$ cat src/sv/lmfb_pkg.sv
// Shared types and constants of the LED matrix frame builder.
package lmfb_pkg;

    // Command codes carried on the input tuser
    typedef enum logic [1:0] {
        FUNC_WRITE = 2'd0,
        FUNC_READ  = 2'd1,
        FUNC_CLEAR = 2'd2,
        FUNC_EMIT  = 2'd3
    } func_t;

    // Configuration register indexes
    typedef enum logic [1:0] {
        REG_WIDTH  = 2'd0,
        REG_HEIGHT = 2'd1,
        REG_SNAKE  = 2'd2,
        REG_NONE   = 2'd3
    } reg_idx_t;

    // Control states of the top level
    typedef enum logic [1:0] {
        ST_CLEAR,
        ST_IDLE,
        ST_FETCH
    } state_t;

    // Byte position inside one RGB pixel
    typedef enum logic [1:0] {
        PHASE_RED   = 2'd0,
        PHASE_GREEN = 2'd1,
        PHASE_BLUE  = 2'd2,
        PHASE_BAD   = 2'd3
    } phase_t;

    localparam int DIM_W   = 7;   // width and height register width
    localparam int COORD_W = 6;   // col and row width
    localparam int PCW     = 13;  // pixel count and strip position, up to 64*64
    localparam int CW      = 14;  // frame cursor
    localparam int SUM_W   = 16;

    localparam logic [DIM_W-1:0] DIM_LIMIT   = 7'd64;
    localparam logic [7:0]       HEADER_BYTE = 8'hAA;
    localparam logic             KIND_PIXEL  = 1'b0;
    localparam logic             KIND_FRAME  = 1'b1;

    // Matrix geometry for the current item
    typedef struct packed {
        logic [PCW-1:0] pos;     // strip position of (col,row)
        logic           pos_ok;  // coordinates fall inside the matrix
        logic [CW-1:0]  nbytes;  // pixel bytes in one frame
    } geom_t;

endpackage

$ cat src/sv/lmfb_geom.sv
// Matrix geometry: pixel count, frame length and strip position of a pixel.
module lmfb_geom #(
    parameter int MAX_PIXELS = 4096
) (
    input  logic [lmfb_pkg::DIM_W-1:0]   width,
    input  logic [lmfb_pkg::DIM_W-1:0]   height,
    input  logic                         snake_mode,
    input  logic [lmfb_pkg::COORD_W-1:0] col,
    input  logic [lmfb_pkg::COORD_W-1:0] row,
    output lmfb_pkg::geom_t              geom
);

    import lmfb_pkg::*;

    localparam int unsigned CAP = MAX_PIXELS;

    logic [DIM_W-1:0] eff_w;
    logic [DIM_W-1:0] eff_h;
    logic [CW-1:0]    prod;
    logic [PCW-1:0]   pcount;
    logic [PCW-1:0]   line_base;
    logic [DIM_W-1:0] col_eff;
    logic [PCW-1:0]   pos;

    // Clamp the dimensions and cap the pixel count
    always_comb
    begin
        eff_w  = (width > DIM_LIMIT) ? DIM_LIMIT : width;
        eff_h  = (height > DIM_LIMIT) ? DIM_LIMIT : height;
        prod   = CW'(eff_w) * CW'(eff_h);
        pcount = (32'(prod) > CAP) ? PCW'(CAP) : PCW'(prod);
    end

    // Map (col,row) to strip order; odd rows run backward in snake mode
    always_comb
    begin
        line_base = PCW'(eff_w) * PCW'(row);
        if (snake_mode && row[0])
        begin
            col_eff = DIM_W'(eff_w - 7'd1 - {1'b0, col});
        end
        else
        begin
            col_eff = {1'b0, col};
        end
        pos = line_base + PCW'(col_eff);
    end

    // Pack the results
    always_comb
    begin
        geom.pos    = pos;
        geom.pos_ok = ({1'b0, col} < eff_w) && ({1'b0, row} < eff_h) && (pos < pcount);
        geom.nbytes = (CW'(pcount) << 1) + CW'(pcount);
    end

endmodule

$ cat config.mk
export PLATFORM = sky130hd
export DESIGN_NAME = lmfb_geom
export DESIGN_NICKNAME = d
export VERILOG_FILES = /design/src/sv/lmfb_pkg.sv /design/src/sv/lmfb_geom.sv
export SDC_FILE = /design/constraint.sdc
export NUM_CORES = 1
export LEC_CHECK = 0
export BUFFER_PORTS_ARGS = -buffer_cell sky130_fd_sc_hd__buf_4
export CAP_MARGIN = 20
export CORE_UTILIZATION = 46
export DETAILED_ROUTE_END_ITERATION = 8
export GPL_ROUTABILITY_DRIVEN = 1
export PLACE_DENSITY = 0.75
export SYNTH_ARGS = -nofsm -noshare
export SYNTH_HDL_FRONTEND = slang
export SYNTH_SLANG_ARGS = --single-unit
$ cat constraint.sdc
create_clock -name vclk -period 8.3
set_input_delay 0.415 -clock vclk [all_inputs]
set_output_delay 0.415 -clock vclk [all_outputs]
set_load 0.02 [all_outputs]
==> impl_metrics.csv <==
group,metric,value,unit
run_status,status,"finished clean",
yosys,avgSynthCellArea,7.98,um2
timing,rsz0062_at_grt,"no",
pwr,p_seq_share,0,%
detailed_routing,drc_errors,0,
timing,setup_viol,0,
global_route,grt_use_total,22.9,%
global_route,gr-usage-met3,0.684,%
final_layout,nClkBuffers,0,
detailed_routing,ant_nets,0,
pwr,power.internal,0.283,mW
setup_path,cp.required,7.89,ns
final_layout,regArea,0,um2
final_layout,instances_no_fill,764,
yosys,synthCells,576,
pwr,switching_share,57.2,%
yosys,synth_fp_nets,757,
detailed_routing,routed_wirelength,11300,um
pwr,leakage,2.82,nW
pwr,cellPowerDensity,127,nW/um2
setup_path,critPathBufInv,7,
placed_design,port_buffers,55,
timing,setup_tns,0,ns
setup_path,cp_common_cell,"fa_1",
timing,worstMarginPinSlew,0.565,ns
placed_design,pre_cts_ws,0.268,ns
placed_design,dpl.hpwl,9900,um
final_layout,layout-drive-gt1-share,12.4,%
yosys,seq_area_frac_synth,0,%
setup_path,worst-setup-path-type,"input pin to output pin",
final_layout,diodes,0,
setup_path,crit_path_start_kind,"input pin",
detailed_routing,drt_iter0_markers,116,
floorplanning,io_pins,55,
timing,layout_setup_ws,0.579,ns
timing,clock.fmax,0.130,GHz
timing,period_share,93.0,%
global_route,use_met2,44.1,%
timing,hold_viol,0,
setup_path,critPathMaxFanout,21,
global_route,use_met1,27.7,%
floorplanning,num_rows,36,
global_route,top_usage_layer,"met2",
setup_path,critPathSlowestCell,"fa_1",
pwr,combPwrFrac,100.0,%
hold_path,hold_path_class,"input pin to output pin",
final_layout,fin_area,5220,um2
detailed_routing,via_count,4041,
final_layout,nNetsFinal,814,
setup_path,cpPeakStageDelay,0.56,ns
pwr,p_sw,0.378,mW
setup_path,cp-end-kind,"output pin",
floorplanning,die_x,102,um
global_route,grt_pass1_vias,4199,
pwr,clock_power_share,0,%
detailed_routing,vias_per_cell,5.29,
placed_design,placed_cell_area,5180,um2
placed_design,dp.cells,760,
placed_design,gp_congestion,0.876,
flow_run,drv_cap,0,
global_route,grt_max_degree,22,
setup_path,cp.arrival,7.31,ns
final_layout,seq_cells,0,
global_route,grt.overflow.total,0,
detailed_routing,first_pass_iters,4,
floorplanning,dieArea,10400,um2
timing,relSlewSlack,62.1,%
yosys,syn_area,4600,um2
final_layout,final_cell_mix,"ha_1 (103), inv_1 (80), buf_4 (64), nand2_1 (59)",
floorplanning,core_area,9730,um2
pwr,vdd_drop_max,112,uV
clock_tree,ctsHoldBuffers,0,
timing,slew_viol_final,0,
setup_path,crit_family,"adder cells",
timing,finalCriticalPeriod,7.72,ns
floorplanning,start_util,47.2,%
final_layout,fin_util,53.7,%
floorplanning,die_h,102,um
global_route,antenna_found_initial,0,
final_layout,final_common_cell,"ha_1",
pwr,p_total,0.661,mW
global_route,grt_pass1_wl,19200,um
detailed_routing,avgRoutedWirePerCell,14.8,um
timing,whs,1.37,ns
yosys,ys_warn_count,0,
yosys,ys_types,50,
final_layout,areaGrowthSynthToFinish,13.6,%
==> metal layers <==
metal / vias up / wire, um
met4: 0 / 290
li1: 2010 / -
met2: 67 / 5710
met5: - / 0
met1: 1946 / 5120
met3: 18 / 198
==> worst min-delay path, cell delays in order <==
cell and delay [ns]:
buf_4 0.09, mux2_2 0.14, ha_1 0.16, buf_4 0.15
==> final cells by class <==
type / count / area, um2
inverters: 82 / 312
multi-input cells: 485 / 4270
well taps: 133 / 166
fillers: 969 / 4510
repair buffers: 64 / 480
==> power groups by stage <==
stage / Combinational (mW) / Sequential [mW] / Clock, mW
after floorplan: 0.449 / 0 / 0
final: 0.661 / 0 / 0
after detailed placement: 0.658 / 0 / 0
after global routing: 0.738 / 0 / 0
after global placement: 0.638 / 0 / 0
after CTS: 0.662 / 0 / 0
==> synth_stat cells, drive strengths merged, types with 3 or more instances <==
cell type	number	area share [%]
nand2	59	4.8
o21bai	4	0.65
nor2	51	4.2
xor2	6	1.1
a21oi	24	2.7
nand3	9	0.98
nor2b	25	3.4
o31ai	3	0.90
xnor2	29	5.5
nor3	8	0.87
o21a	4	0.65
o21ai	18	2.0
ha	103	28
and2	29	3.9
nand2b	11	1.5
a21o	15	2.4
clkbuf	9	0.73
nand4	3	0.41
o41ai	3	0.90
fa	51	22
or2	5	0.68
inv	81	6.6
==> logic make-up (layout without fill, tap and decap cells) <==
group	after synthesis	after routing	synth area share [%]
adders and majority gates	154	154	50.2
xor gates and xnor gates	35	35	6.67
and+or+nand+nor	207	207	21.9
AOI/OAI and AO/OA	85	86	12.8
buffers and inverters	92	146	7.68
muxes	3	3	0.708
==> what timing repair did <==
action                                  4_1_cts  5_1_grt
buffers inserted                              0        3
endpoints found under the setup margin        0        4
resized for setup                             0        2
==> path summary, 6_finish.rpt <==
path / endpoint / start / slack, ns / depth (start not counted)
worst min-delay path: geom[15] / col[0] / 1.37 / 4
worst max-delay path: geom[13] / width[6] / 0.58 / 32
(Power assumes the default switching activity.)
